File: config.mk
export PLATFORM = sky130hd
export DESIGN_NAME = lf_manchester_packet_transmitter_top
export DESIGN_NICKNAME = d
export VERILOG_FILES = /design/src/lfmt_pkg.sv /design/src/lfmt_pkt_form.sv /design/src/lf_manchester_packet_transmitter_top.sv
export SDC_FILE = /design/constraint.sdc
export NUM_CORES = 1
export LEC_CHECK = 0
export BUFFER_PORTS_ARGS = -buffer_cell sky130_fd_sc_hd__buf_4
export CAP_MARGIN = 20
export CORE_ASPECT_RATIO = 0.5
export CORE_MARGIN = 1
export CORE_UTILIZATION = 60
export CTS_CLUSTER_DIAMETER = 120
export CTS_CLUSTER_SIZE = 16
export DETAILED_ROUTE_END_ITERATION = 6
export MAX_ROUTING_LAYER = met4
export PLACE_DENSITY = 0.81
export SLEW_MARGIN = 20
export SYNTH_ARGS = -nofsm -noshare
export SYNTH_HDL_FRONTEND = slang
export SYNTH_SLANG_ARGS = --single-unit
File: constraint.sdc
create_clock -name clk -period 8.8 [get_ports clk]
set_input_delay 1.76 -clock clk [delete_from_list [all_inputs] [get_ports clk]]
set_output_delay 1.76 -clock clk [all_outputs]
set_load 0.005 [all_outputs]
File: src/lfmt_pkg.sv
`timescale 1ns / 1ps

package lfmt_pkg;

    // packet framing
    localparam int unsigned PKT_W    = 36;
    localparam int unsigned LEN_W    = 6;
    localparam int unsigned ID_W     = 20;
    localparam int unsigned CRC_W    = 4;

    localparam logic [3:0]       SYNC_BITS    = 4'hF;
    localparam logic [7:0]       PATTERN_BYTE = 8'h96;
    localparam logic [LEN_W-1:0] LEN_PLAIN    = 6'd32;
    localparam logic [LEN_W-1:0] LEN_WITH_CRC = 6'd36;

    // x^i mod (x^4 + x^2 + x + 1), indexed by id bit position
    localparam logic [ID_W-1:0][CRC_W-1:0] CRC_REM = {
        4'hE, 4'h7, 4'h8, 4'h4, 4'h2, 4'h1, 4'hB, 4'hE, 4'h7, 4'h8,
        4'h4, 4'h2, 4'h1, 4'hB, 4'hE, 4'h7, 4'h8, 4'h4, 4'h2, 4'h1
    };

    // request kinds carried on tuser
    localparam logic [1:0] MODE_TICK = 2'd0;
    localparam logic [1:0] MODE_FORM = 2'd1;
    localparam logic [1:0] MODE_SEND = 2'd2;

    typedef struct packed {
        logic [PKT_W-1:0] bits;
        logic [LEN_W-1:0] length;
    } pkt_t;

endpackage

File: src/lfmt_pkt_form.sv
`timescale 1ns / 1ps

module lfmt_pkt_form
    import lfmt_pkg::*;
(
    input  logic [15:0] vid,
    input  logic [3:0]  sid,
    input  logic        crc_enable,
    output pkt_t        pkt
);

    logic [ID_W-1:0]  ids;
    logic [CRC_W-1:0] crc;

    assign ids = {vid, sid};

    // remainder is linear in the id bits: xor of per-bit residues
    always_comb
    begin
        crc = '0;
        for (int i = 0; i < ID_W; i++)
        begin
            if (ids[i])
                crc = crc ^ CRC_REM[i];
        end
    end

    always_comb
    begin
        if (crc_enable)
        begin
            pkt.bits   = {SYNC_BITS, PATTERN_BYTE, ids, crc};
            pkt.length = LEN_WITH_CRC;
        end
        else
        begin
            pkt.bits   = {4'b0000, SYNC_BITS, PATTERN_BYTE, ids};
            pkt.length = LEN_PLAIN;
        end
    end

endmodule

File: src/lf_manchester_packet_transmitter_top.sv
`timescale 1ns / 1ps

// LF carrier transmitter. Each request on the slave stream is a tick, a
// form-packet request or a send request (kind on tuser); each produces exactly
// one status on the master stream: carrier level, transmit phase and the
// packet-ready flag as they stand after the request. Forming builds 1111,
// 0x96, the 16-bit vehicle id, the 4-bit node id and, when enabled, a 4-bit
// CRC of the 20 id bits modulo x^4+x^2+x+1. A send request (once a packet is
// formed) gives a carrier burst of BURST_TICKS-1 ticks, then one Manchester
// half-bit per tick, MSB first (one = on then off), and a final tick drops
// the carrier and returns to idle. Throughput is one request per clock
// while m_axis_tready stays high. An accepted request sits in the input
// register; when it steps, the state is updated and the status register
// is loaded, and the status is offered from that register. The status
// register lets a new request be taken while the previous status waits
// for tready.
module lf_manchester_packet_transmitter_top
    import lfmt_pkg::*;
#(
    parameter int unsigned BURST_TICKS = 4
)
(
    input  logic        clk,
    input  logic        rst_n,
    input  logic        s_axis_tvalid,
    output logic        s_axis_tready,
    input  logic [23:0] s_axis_tdata,  // vid[15:0], sid[19:16], crc_enable[20], zero pad
    input  logic [1:0]  s_axis_tuser,  // mode[1:0]
    output logic        m_axis_tvalid,
    input  logic        m_axis_tready,
    output logic [7:0]  m_axis_tdata   // carrier_on[0], tx_phase[2:1], packet_ready[3], zero pad
);

    typedef enum logic [1:0] {
        PH_IDLE  = 2'd0,
        PH_BURST = 2'd1,
        PH_SEND  = 2'd2
    } phase_t;

    // last burst count before bit sending starts
    localparam logic [3:0] BURST_LAST = 4'(BURST_TICKS - 1);

    // input register
    logic        in_valid_reg, in_valid_next;
    logic [1:0]  mode_reg;
    logic [15:0] vid_reg;
    logic [3:0]  sid_reg;
    logic        crc_en_reg;

    // transmitter state
    logic [PKT_W-1:0] pkt_bits_reg, pkt_bits_next;
    logic [LEN_W-1:0] pkt_len_reg, pkt_len_next;
    logic [LEN_W-1:0] bits_left_reg, bits_left_next;
    logic [3:0]       burst_reg, burst_next;
    logic             half_reg, half_next;
    phase_t           phase_reg, phase_next;
    logic             ready_reg, ready_next;
    logic             carrier_reg, carrier_next;

    // status register
    logic        out_valid_reg, out_valid_next;
    logic [7:0]  out_data_reg;

    logic             s_accept;
    logic             step;
    pkt_t             formed;
    logic [3:0]       burst_inc;
    logic [LEN_W-1:0] bit_idx;
    logic             cur_bit;

    assign step          = in_valid_reg && (!out_valid_reg || m_axis_tready);
    assign s_axis_tready = !in_valid_reg || step;
    assign s_accept      = s_axis_tvalid && s_axis_tready;
    assign m_axis_tvalid = out_valid_reg;
    assign m_axis_tdata  = out_data_reg;

    lfmt_pkt_form u_form
    (
        .vid        (vid_reg),
        .sid        (sid_reg),
        .crc_enable (crc_en_reg),
        .pkt        (formed)
    );

    assign burst_inc = burst_reg + 4'd1;
    assign bit_idx   = bits_left_reg - 6'd1;
    // bits_left never exceeds the longest packet length, guard kept for safety
    assign cur_bit   = (bit_idx < LEN_WITH_CRC) ? pkt_bits_reg[bit_idx] : 1'b0;

    always_comb
    begin
        pkt_bits_next  = pkt_bits_reg;
        pkt_len_next   = pkt_len_reg;
        bits_left_next = bits_left_reg;
        burst_next     = burst_reg;
        half_next      = half_reg;
        phase_next     = phase_reg;
        ready_next     = ready_reg;
        carrier_next   = carrier_reg;

        unique case (mode_reg)
            MODE_TICK:
            begin
                unique case (phase_reg)
                    PH_BURST:
                    begin
                        carrier_next = 1'b1;
                        burst_next   = burst_inc;
                        if (burst_inc >= BURST_LAST)
                        begin
                            burst_next     = '0;
                            phase_next     = PH_SEND;
                            bits_left_next = pkt_len_reg;
                        end
                    end
                    PH_SEND:
                    begin
                        if (bits_left_reg != '0)
                        begin
                            // manchester: one = on then off, zero = off then on
                            carrier_next = cur_bit ^ half_reg;
                            if (half_reg)
                                bits_left_next = bit_idx;
                            half_next = !half_reg;
                        end
                        else
                        begin
                            carrier_next = 1'b0;
                            phase_next   = PH_IDLE;
                            half_next    = 1'b0;
                        end
                    end
                    default:
                    begin
                        // idle tick: nothing moves
                    end
                endcase
            end
            MODE_FORM:
            begin
                // bits_left untouched so a running send carries on in the new packet
                pkt_bits_next = formed.bits;
                pkt_len_next  = formed.length;
                half_next     = 1'b0;
                ready_next    = 1'b1;
            end
            MODE_SEND:
            begin
                if (ready_reg)
                    phase_next = PH_BURST;
            end
            default:
            begin
                // unused kind: status only
            end
        endcase
    end

    always_comb
    begin
        in_valid_next = in_valid_reg;
        if (s_accept)
            in_valid_next = 1'b1;
        else if (step)
            in_valid_next = 1'b0;

        out_valid_next = out_valid_reg;
        if (step)
            out_valid_next = 1'b1;
        else if (m_axis_tready)
            out_valid_next = 1'b0;
    end

    always_ff @(posedge clk or negedge rst_n)
    begin
        if (!rst_n)
        begin
            in_valid_reg  <= 1'b0;
            out_valid_reg <= 1'b0;
            pkt_bits_reg  <= '0;
            pkt_len_reg   <= '0;
            bits_left_reg <= '0;
            burst_reg     <= '0;
            half_reg      <= 1'b0;
            phase_reg     <= PH_IDLE;
            ready_reg     <= 1'b0;
            carrier_reg   <= 1'b0;
        end
        else
        begin
            in_valid_reg  <= in_valid_next;
            out_valid_reg <= out_valid_next;
            if (step)
            begin
                pkt_bits_reg  <= pkt_bits_next;
                pkt_len_reg   <= pkt_len_next;
                bits_left_reg <= bits_left_next;
                burst_reg     <= burst_next;
                half_reg      <= half_next;
                phase_reg     <= phase_next;
                ready_reg     <= ready_next;
                carrier_reg   <= carrier_next;
            end
        end
    end

    // payload registers, no reset needed
    always_ff @(posedge clk)
    begin
        if (s_accept)
        begin
            mode_reg   <= s_axis_tuser;
            vid_reg    <= s_axis_tdata[15:0];
            sid_reg    <= s_axis_tdata[19:16];
            crc_en_reg <= s_axis_tdata[20];
        end
        if (step)
            out_data_reg <= {4'b0000, ready_next, phase_next, carrier_next};
    end

    // carrier stays off whenever the transmitter is idle
    a_idle_carrier_off: assert property (@(posedge clk) disable iff (!rst_n)
        (phase_reg == PH_IDLE) |-> !carrier_reg)
        else $error("carrier on while idle");

    // leaving idle needs a formed packet
    a_busy_needs_packet: assert property (@(posedge clk) disable iff (!rst_n)
        (phase_reg != PH_IDLE) |-> ready_reg)
        else $error("transmitting without a formed packet");

    // bit counter never runs past the longest packet
    a_bits_left_range: assert property (@(posedge clk) disable iff (!rst_n)
        bits_left_reg <= LEN_WITH_CRC)
        else $error("bit counter out of range");

    // each stepped request yields a status on the next cycle
    a_step_gives_status: assert property (@(posedge clk) disable iff (!rst_n)
        step |=> m_axis_tvalid)
        else $error("request stepped without a status");

endmodule
==> impl_metrics.py, run 1 <==
metrics = {
    "route": {
        "viasPerCell": 5.77,
        "drt_pre_antenna_iters": 5,
        "ant_nets": 0,
        "vias": 2448,
        "drc": 0,
        "post_drt_wl_per_cell_um": 15.7,
        "drt_wl_total_um": 6660,
        "drtIter0Drc": 122,
    },
    "synthesis": {
        "synth_common_cells": "nand2_1 (46), dfrtp_1 (44), o21ai_0 (33)",
        "synth_top_family_by_area": "simple AND/OR/NAND/NOR gates",
        "synth_top_area_share": 0.304,
        "yosys_register_bits": 71,
        "synth_ff_type": "dfrtp_1",
        "synth_edf_count": 27,
        "yosys-top-cells-area": "dfrtp_1 (30%), edfxtp_1 (22%), mux2i_1 (5.8%)",
        "ys_types": 54,
        "synth_most_common_cell": "nand2_1",
        "synth_xor_xnor_area_share": 0.0729,
        "synth-adder-area-share": 0.0173,
        "synth-seq-area-share": 0.528,
        "synth_warnings": 0,
        "syn-cell-area_um2": 3620,
        "avgSynthCellArea_um2": 11.3,
        "synth-simple-area-share": 0.121,
        "synth_cells": 319,
        "synth-compound-area-share": 0.103,
        "synth_top_cell_by_area": "dfrtp_1",
        "async_flop_share": 0.620,
        "muxShareOfSynthArea": 0.113,
    },
    "power": {
        "vdd_drop_max_mv": 0.187,
        "comb_power_share": 0.269,
        "p_sw_uw": 331,
        "p_seq_frac": 0.431,
        "clkPwrFrac": 0.300,
        "p_int_uw": 744,
        "switching_share": 0.308,
        "p_leak_uw": 0.00177,
        "powerDensity_nw_per_um2": 260,
    },
    "status": {
        "outcome": "completed",
    },
    "setup_path": {
        "cp-end-kind": "output pin",
        "slowest_stage": "nand3b_1",
        "path_common_cell": "buf_4",
        "crit_family": "buffers and inverters",
        "path_cells": "buf_4, nand3b_1, buf_4",
        "critPathKind": "in2out",
        "worst-path-buf-inv": 2,
        "cp-start-kind": "input port",
        "worstPathArrival_ns": 2.20,
        "cp_max_fo": 3,
        "cpPeakStageDelay_ns": 0.17,
        "rrSetupSlack_ns": 5.30,
        "cp.required_ns": 7.04,
    },
    "timing": {
        "setup_violations": 0,
        "hold_viol_final": 0,
        "finClkSkew_ns": 0.00477,
        "slew_headroom": 0.625,
        "fmax_ghz": 0.253,
        "fin_setup_tns_ns": 0,
        "rsz0062_at_grt": "no",
        "fin_crit_sh": 0.450,
        "maxSlewViolCount": 0,
        "fin_crit_ns": 3.96,
        "worst_slew_pin_slew_ns": 0.562,
    },
    "placement": {
        "gp_congestion": 0.888,
        "hpwl_um": 4540,
        "port_buffers": 32,
    },
    "cts": {
        "htree_levels": 3,
        "root_buffer": "clkbuf_16",
        "cts.repair.resized": 0,
        "post_cts_buffers": 0,
        "cts_tree": "built",
        "clk_latency_ns": 0.33,
        "clock_sinks": 71,
        "path_clk_slew_ns": 0.05,
        "clk_path_buf_depth": 2,
        "cts_made_buffers": 9,
        "ctsHoldBuffers": 0,
    },
    "die": {
        "core_area_um2": 5630,
        "start_util": 0.642,
        "die_area_um2": 6370,
        "die_h_um": 56.9,
        "die_w_um": 112,
        "io_pins": 40,
        "core.rowCount": 19,
    },
    "final_layout": {
        "largest_register_ffs": 27,
        "final_util": 0.734,
        "area_growth_pct": 14.2,
        "nets": 381,
        "n_antenna_cell": 0,
        "drive_gt1_frac": 0.165,
        "fillers": 370,
    },
    "run": {
        "max_cap_violations": 0,
    },
    "global_routing": {
        "first_global_vias": 2362,
        "gr-total-overflow": 0,
        "antenna_found_initial": 0,
        "grt_usage": 0.250,
        "grt_max_degree": 54,
        "grt_pass1_wl_um": 11400,
    },
    "min_path": {
        "min_path_type": "reg2reg",
    },
}
-- final timing paths --
check | start | to | depth (start not counted)
min in group asynchronous | rst_n | pkt_bits_reg[8]$_DFFE_PN0P_ | 1
worst max register to register | bits_left_reg[0]$_DFFE_PN0P_ | m_axis_tdata[0]$_DFFE_PP_ | 9
worst min-delay path | pkt_bits_reg[23]$_DFFE_PN0P_ | pkt_bits_reg[23]$_DFFE_PN0P_ | 2
worst max-delay path | m_axis_tready | s_axis_tready | 3
worst min register to register | pkt_bits_reg[23]$_DFFE_PN0P_ | pkt_bits_reg[23]$_DFFE_PN0P_ | 2
max in group asynchronous | rst_n | pkt_bits_reg[18]$_DFFE_PN0P_ | 1
-- layout make-up --
cell class / instances / area (um^2) / share of cell area
Clock inverter: 5 / 33.8 / 0.00817
Multi-Input combinational cell: 220 / 1570 / 0.379
Tap cell: 73 / 91.3 / 0.0221
Sequential cell: 71 / 1910 / 0.462
Timing Repair Buffer: 34 / 263 / 0.0635
Clock buffer: 11 / 233 / 0.0563
Inverter: 10 / 37.5 / 0.00908
-- power by group through the flow --
stage	combinational, uW	sequential (uW)	clock, uW
6_report	289	463	323
5_1_grt	323	471	343
4_1_cts	289	463	329
3_5_place_dp	285	468	0
3_3_place_gp	272	462	0
2_1_floorplan	244	440	0
-- per-layer routing --
layer  share of wire  vias up  global-route usage
li1                -     1183                   -
met4          0.0045        0              0.0502
met1            0.45     1177               0.309
met3           0.056        5              0.0832
met5               0        -                   -
met2            0.49       83               0.406
-- cell families after synthesis --
family | count (synthesis)
adders and majority gates | 5
DFF | 71
other | 1
buffers and inverters | 31
muxes | 31
xor gates and xnor gates | 28
and+or+nand+nor | 91
AOI/OAI and AO/OA | 61
-- worst register-to-register path: cells and delay by family (launching register included) --
kind	cells	cell delay (ns)
DFF	1	0.45
adders and majority gates	1	0.43
muxes	1	0.56
AOI/OAI and AO/OA	3	0.71
xor gates and xnor gates	1	0.39
and+or+nand+nor	2	0.57
buffers and inverters	1	0.15
-- through the flow --
step                instances  worst slack (ns)  total power, uW  hold WS, ns  cell area, um^2
CTS                       423              4.84             1080        0.479             4120
global route              424              4.80             1140        0.507             4140
global placement          407              4.85              734        0.453             3850
finish                    424              4.84             1080        0.479             4140
detailed placement        407              4.85              753        0.467             3850
floorplan                 322              5.11              684        0.442             3630
-- cells in the final DEF (no fill, tap or decap), types with 8 or more instances in the layout --
| cell type | instances |
|---|---|
| buf_4 | 33 |
| o21ai_0 | 33 |
| dfrtp_1 | 44 |
| xor2_1 | 12 |
| clkbuf_16 | 9 |
| xnor2_1 | 15 |
| mux2i_1 | 21 |
| nor2_1 | 9 |
| nand2_1 | 46 |
| inv_1 | 8 |
| edfxtp_1 | 27 |
(Power assumes the default switching activity.)
==> inputs of run 2 (changes only) <==
--- a/config.mk
+++ b/config.mk
@@ -9,12 +9,12 @@
 export CAP_MARGIN = 20
 export CORE_ASPECT_RATIO = 0.5
 export CORE_MARGIN = 1
-export CORE_UTILIZATION = 60
+export CORE_UTILIZATION = 53
 export CTS_CLUSTER_DIAMETER = 120
 export CTS_CLUSTER_SIZE = 16
 export DETAILED_ROUTE_END_ITERATION = 6
 export MAX_ROUTING_LAYER = met4
-export PLACE_DENSITY = 0.81
+export PLACE_DENSITY = 0.76
 export SLEW_MARGIN = 20
 export SYNTH_ARGS = -nofsm -noshare
 export SYNTH_HDL_FRONTEND = slang
==> constraint.sdc (replaced) <==
create_clock -name clk -period 3.2 [get_ports clk]
set_input_delay 0.64 -clock clk [delete_from_list [all_inputs] [get_ports clk]]
set_output_delay 0.64 -clock clk [all_outputs]
set_load 0.005 [all_outputs]
==> impl_metrics.py, run 2 (synthesis gave the netlist of run 1 again) <==
metrics = {
    "status": {
        "outcome": "completed",
    },
    "timing": {
        "setup_ws_ns": 0.119,
        "rsz0062_at_grt": "no",
        "fin_crit_sh": 0.963,
        "slew_headroom": 0.287,
        "finClkSkew_ns": 0.00726,
        "setup_violations": 0,
        "worst_slew_pin_slew_ns": 1.07,
        "hold_viol_final": 0,
        "fin_crit_ns": 3.08,
        "fmax_ghz": 0.325,
        "maxSlewViolCount": 0,
        "fin_setup_tns_ns": 0,
    },
    "placement": {
        "gp_congestion": 0.905,
        "place_ws_ns": 0.0988,
        "hpwl_um": 4660,
        "port_buffers": 32,
    },
    "global_routing": {
        "grt_max_degree": 45,
        "grt_usage": 0.212,
        "gr-total-overflow": 0,
        "first_global_vias": 2256,
        "grt_pass1_wl_um": 11000,
        "antenna_found_initial": 0,
    },
    "die": {
        "die_w_um": 119,
        "die_h_um": 60.4,
        "die_area_um2": 7180,
        "core_area_um2": 6330,
        "start_util": 0.572,
        "core.rowCount": 20,
        "io_pins": 40,
    },
    "setup_path": {
        "reg2reg_from": "bits_left_reg[0]$_DFFE_PN0P_",
        "slowest_stage": "mux4_1",
        "cp-end-kind": "flop",
        "cpPeakStageDelay_ns": 0.59,
        "path_cells": "inv_2, ha_1, xor2_4, mux4_1, mux2i_1, nand2b_1, a211o_1, or4_1, and3_1",
        "rrSetupSlack_ns": 0.12,
        "worstReg2RegEnd": "m_axis_tdata[0]$_DFFE_PP_",
        "cp-start-kind": "flop",
        "critPathKind": "reg2reg",
        "cp_max_fo": 7,
        "cp.required_ns": 3.28,
        "reg2regPathDepth": 9,
        "worstPathArrival_ns": 3.16,
    },
    "cts": {
        "cts_tree": "built",
        "clk_path_buf_depth": 2,
        "clk_latency_ns": 0.33,
        "htree_levels": 3,
        "post_cts_buffers": 0,
        "path_clk_slew_ns": 0.05,
        "clock_sinks": 71,
        "cts_made_buffers": 9,
        "ctsHoldBuffers": 0,
        "cts.repair.resized": 0,
        "root_buffer": "clkbuf_16",
    },
    "route": {
        "ant_nets": 0,
        "vias": 2413,
        "drtIter0Drc": 89,
        "drt_wl_total_um": 6510,
        "drc": 0,
        "viasPerCell": 5.40,
        "drt_pre_antenna_iters": 4,
        "post_drt_wl_per_cell_um": 14.6,
    },
    "min_path": {
        "min_path_type": "in2async",
    },
    "final_layout": {
        "fillers": 459,
        "nets": 389,
        "area_growth_pct": 16.2,
        "drive_gt1_frac": 0.181,
        "mostFrequentLayoutCells": "nand2_1 (46), dfrtp_1 (44), buf_4 (42)",
        "n_antenna_cell": 0,
        "final_common_cell": "nand2_1",
        "largest_register_ffs": 27,
    },
    "run": {
        "max_cap_violations": 0,
    },
    "power": {
        "p_leak_uw": 0.00180,
        "vdd_drop_max_mv": 0.390,
        "powerDensity_nw_per_um2": 708,
    },
}
run 2: cell count changes in the layout (fill, tap and decap cells not counted):
cell,change
buf_4,+9
and2_1,+1
and2_2,-1
buf_8,-1
run 2: worst max-delay path: cells and delay by family (launching register included):
family	cells	cell delay, ns
compound gates	1	0.35
buf+inv	1	0.07
flops	1	0.39
simple gates	3	0.66
xor+xnor	1	0.29
fa+ha+maj	1	0.25
mux	2	0.82
run 2: layout make-up:
type                       count  area [um^2]  share of cell area
tap                           88          110              0.0262
clock buffer                  11          233              0.0553
timing repair buffer          42          315              0.0750
sequential                    71         1910               0.455
clock inverter                 5         33.8             0.00803
inverter                      10         37.5             0.00893
multi-input combinational    220         1560               0.372
run 2: metal layers:
layer,track usage,up-vias,share of wire
li1,-,1196,-
met1,0.266,1162,0.47
met2,0.340,49,0.48
met3,0.0658,6,0.039
met4,0.0597,0,0.0045
met5,-,-,0
run 2: where the power goes:
group | total (uW) | internal, uW | switching (uW)
Combinational | 830 | 438 | 392
Clock | 878 | 524 | 354
Sequential | 1270 | 1120 | 156
run 2: how the worst max path moves through the flow:
stage                                             from                        end  slack [ns]
after global routing      bits_left_reg[1]$_DFFE_PN0P_  m_axis_tdata[0]$_DFFE_PP_        0.01
after detailed placement  bits_left_reg[0]$_DFFE_PN0P_  m_axis_tdata[0]$_DFFE_PP_         0.1
after floorplan           bits_left_reg[0]$_DFFE_PN0P_  m_axis_tdata[0]$_DFFE_PP_        0.15
after global placement    bits_left_reg[0]$_DFFE_PN0P_  m_axis_tdata[0]$_DFFE_PP_        0.17
final                     bits_left_reg[0]$_DFFE_PN0P_  m_axis_tdata[0]$_DFFE_PP_        0.12
after CTS                 bits_left_reg[0]$_DFFE_PN0P_  m_axis_tdata[0]$_DFFE_PP_        0.09
run 2: metrics by stage:
stage               area, um^2  power (uW)  utilization  instances  hold WS [ns]
detailed placement        3920        2090        0.620        429         0.469
floorplan                 3630        1880            -        322         0.344
global placement          3920        2040        0.620        429         0.457
finish                    4210        2980        0.664        447         0.304
global route              4210        3160        0.664        447         0.338
CTS                       4190        2980        0.662        445         0.317
==> inputs of run 3 (changes only) <==
--- a/config.mk
+++ b/config.mk
@@ -7,14 +7,16 @@
 export LEC_CHECK = 0
 export BUFFER_PORTS_ARGS = -buffer_cell sky130_fd_sc_hd__buf_4
 export CAP_MARGIN = 20
+export CELL_PAD_IN_SITES_DETAIL_PLACEMENT = 0
+export CELL_PAD_IN_SITES_GLOBAL_PLACEMENT = 1
 export CORE_ASPECT_RATIO = 0.5
 export CORE_MARGIN = 1
-export CORE_UTILIZATION = 53
+export CORE_UTILIZATION = 42
 export CTS_CLUSTER_DIAMETER = 120
 export CTS_CLUSTER_SIZE = 16
 export DETAILED_ROUTE_END_ITERATION = 6
 export MAX_ROUTING_LAYER = met4
-export PLACE_DENSITY = 0.76
+export PLACE_DENSITY_LB_ADDON = 0.1
 export SLEW_MARGIN = 20
 export SYNTH_ARGS = -nofsm -noshare
 export SYNTH_HDL_FRONTEND = slang
==> impl_metrics.py, run 3 (synthesis gave the netlist of run 1 again) <==
metrics = {
    "placement": {
        "dpl-instance-area_um2": 3970,
        "port_buffers": 32,
        "hpwl_um": 5000,
        "gp_congestion": 0.803,
    },
    "final_layout": {
        "nets": 393,
        "drive_gt1_frac": 0.196,
        "largest_register_ffs": 27,
        "mostFrequentLayoutCells": "nand2_1 (46), buf_4 (46), dfrtp_1 (44)",
        "n_antenna_cell": 0,
        "finish.instance_area_um2": 4290,
        "area_growth_pct": 18.4,
        "fillers": 754,
    },
    "route": {
        "viasPerCell": 5.00,
        "post_drt_wl_per_cell_um": 14.5,
        "ant_nets": 0,
        "drt_pre_antenna_iters": 4,
        "drtIter0Drc": 170,
        "drc": 0,
        "drt_wl_total_um": 6890,
        "vias": 2375,
    },
    "global_routing": {
        "grt_usage": 0.175,
        "first_global_vias": 2268,
        "grt_max_degree": 45,
        "grt_pass1_wl_um": 11500,
        "antenna_found_initial": 0,
        "gr-total-overflow": 0,
    },
    "die": {
        "io_pins": 40,
        "die_area_um2": 9020,
        "start_util": 0.443,
        "core.rowCount": 23,
        "die_w_um": 133,
        "die_h_um": 67.6,
        "core_area_um2": 8170,
    },
    "setup_path": {
        "cp-start-kind": "flop",
        "rrSetupSlack_ns": 0.14,
        "cp_max_fo": 6,
        "worstReg2RegEnd": "m_axis_tdata[0]$_DFFE_PP_",
        "cpPeakStageDelay_ns": 0.49,
        "worst-path-buf-inv": 2,
        "crit_family": "compound AO/OA/AOI/OAI gates",
        "cp.required_ns": 3.28,
        "path_cells": "inv_2, ha_2, xor2_4, buf_4, mux4_2, o32ai_1, a211oi_1, a211o_1, or4_1, and3_1",
        "reg2reg_from": "bits_left_reg[0]$_DFFE_PN0P_",
        "cp_num_cells": 10,
        "worstPathArrival_ns": 3.14,
        "cp-end-kind": "flop",
        "reg2regPathDepth": 10,
        "critPathKind": "reg2reg",
        "slowest_stage": "mux4_2",
    },
    "cts": {
        "root_buffer": "clkbuf_16",
        "clk_latency_ns": 0.33,
        "cts_tree": "built",
        "clk_path_buf_depth": 2,
        "path_clk_slew_ns": 0.06,
        "cts_made_buffers": 9,
        "ctsHoldBuffers": 0,
        "htree_levels": 3,
        "clock_sinks": 71,
    },
    "power": {
        "powerDensity_nw_per_um2": 715,
        "p_sw_uw": 920,
        "p_leak_uw": 0.00184,
        "p_seq_frac": 0.414,
        "vdd_drop_max_mv": 0.330,
        "switching_share": 0.301,
        "p_int_uw": 2140,
        "clkPwrFrac": 0.307,
        "comb_power_share": 0.279,
    },
    "timing": {
        "hold_viol_final": 0,
        "setup_violations": 0,
        "fin_setup_tns_ns": 0,
        "hold_slack_ns": 0.303,
        "fmax_ghz": 0.327,
        "slew_headroom": 0.270,
        "rsz0062_at_grt": "no",
        "finClkSkew_ns": 0.00608,
        "fin_crit_sh": 0.956,
        "maxSlewViolCount": 0,
        "fin_crit_ns": 3.06,
        "worst_slew_pin_slew_ns": 1.10,
    },
    "min_path": {
        "min_path_type": "in2async",
    },
    "status": {
        "outcome": "completed",
    },
    "run": {
        "max_cap_violations": 0,
    },
}
run 3: cell count changes in the layout (fill, tap and decap cells not counted):
cell	delta
inv_4	+1
clkinvlp_4	-1
clkinv_2	-1
ha_1	-1
buf_4	+4
clkbuf_1	-1
clkbuf_8	+2
ha_2	+1
run 3: routing by layer:
metal / GRT usage / vias up / wire (um)
met1: 0.231 / 1103 / 3600
met4: 0.0526 / 0 / 12
met2: 0.266 / 59 / 2980
li1: - / 1211 / -
met3: 0.0473 / 2 / 299
met5: - / - / 0
run 3: final cells by class:
type / count / area, um^2 / area share
repair buffers: 46 / 345 / 0.0806
multi-input cells: 220 / 1570 / 0.366
flip-flops and latches: 71 / 1910 / 0.446
clock buffers: 12 / 256 / 0.0599
well taps: 112 / 140 / 0.0327
clock inverters: 4 / 27.5 / 0.00642
inverters: 10 / 37.5 / 0.00876
run 3: worst max-delay path by stage:
stage,startpoint,endpoint,slack [ns]
after global routing,bits_left_reg[0]$_DFFE_PN0P_,m_axis_tdata[0]$_DFFE_PP_,0.001
final,bits_left_reg[0]$_DFFE_PN0P_,m_axis_tdata[0]$_DFFE_PP_,0.14
after global placement,bits_left_reg[0]$_DFFE_PN0P_,m_axis_tdata[0]$_DFFE_PP_,0.14
after CTS,bits_left_reg[0]$_DFFE_PN0P_,m_axis_tdata[0]$_DFFE_PP_,0.05
after detailed placement,bits_left_reg[0]$_DFFE_PN0P_,m_axis_tdata[0]$_DFFE_PP_,0.07
after floorplan,bits_left_reg[0]$_DFFE_PN0P_,m_axis_tdata[0]$_DFFE_PP_,0.15
run 3: repair_timing:
item | 4_1_cts | 5_1_grt
gates resized for setup | 0 | 1
setup buffers | 0 | 4
setup endpoints to repair | 0 | 1
run 3: power by group through the flow:
stage	Combinational, uW	Clock (uW)	Sequential [uW]
5_1_grt	955	999	1290
4_1_cts	818	960	1270
2_1_floorplan	671	0	1210
3_5_place_dp	813	0	1280
6_report	855	940	1270
3_3_place_gp	788	0	1280
run 3: through the flow:
stage / util / std cells / setup WS [ns] / total power [uW]
floorplan: - / 322 / 0.148 / 1880
global placement: 0.486 / 455 / 0.140 / 2070
detailed placement: 0.486 / 455 / 0.0655 / 2100
CTS: 0.520 / 471 / 0.0528 / 3040
global route: 0.524 / 475 / 0.00145 / 3250
finish: 0.524 / 475 / 0.140 / 3060
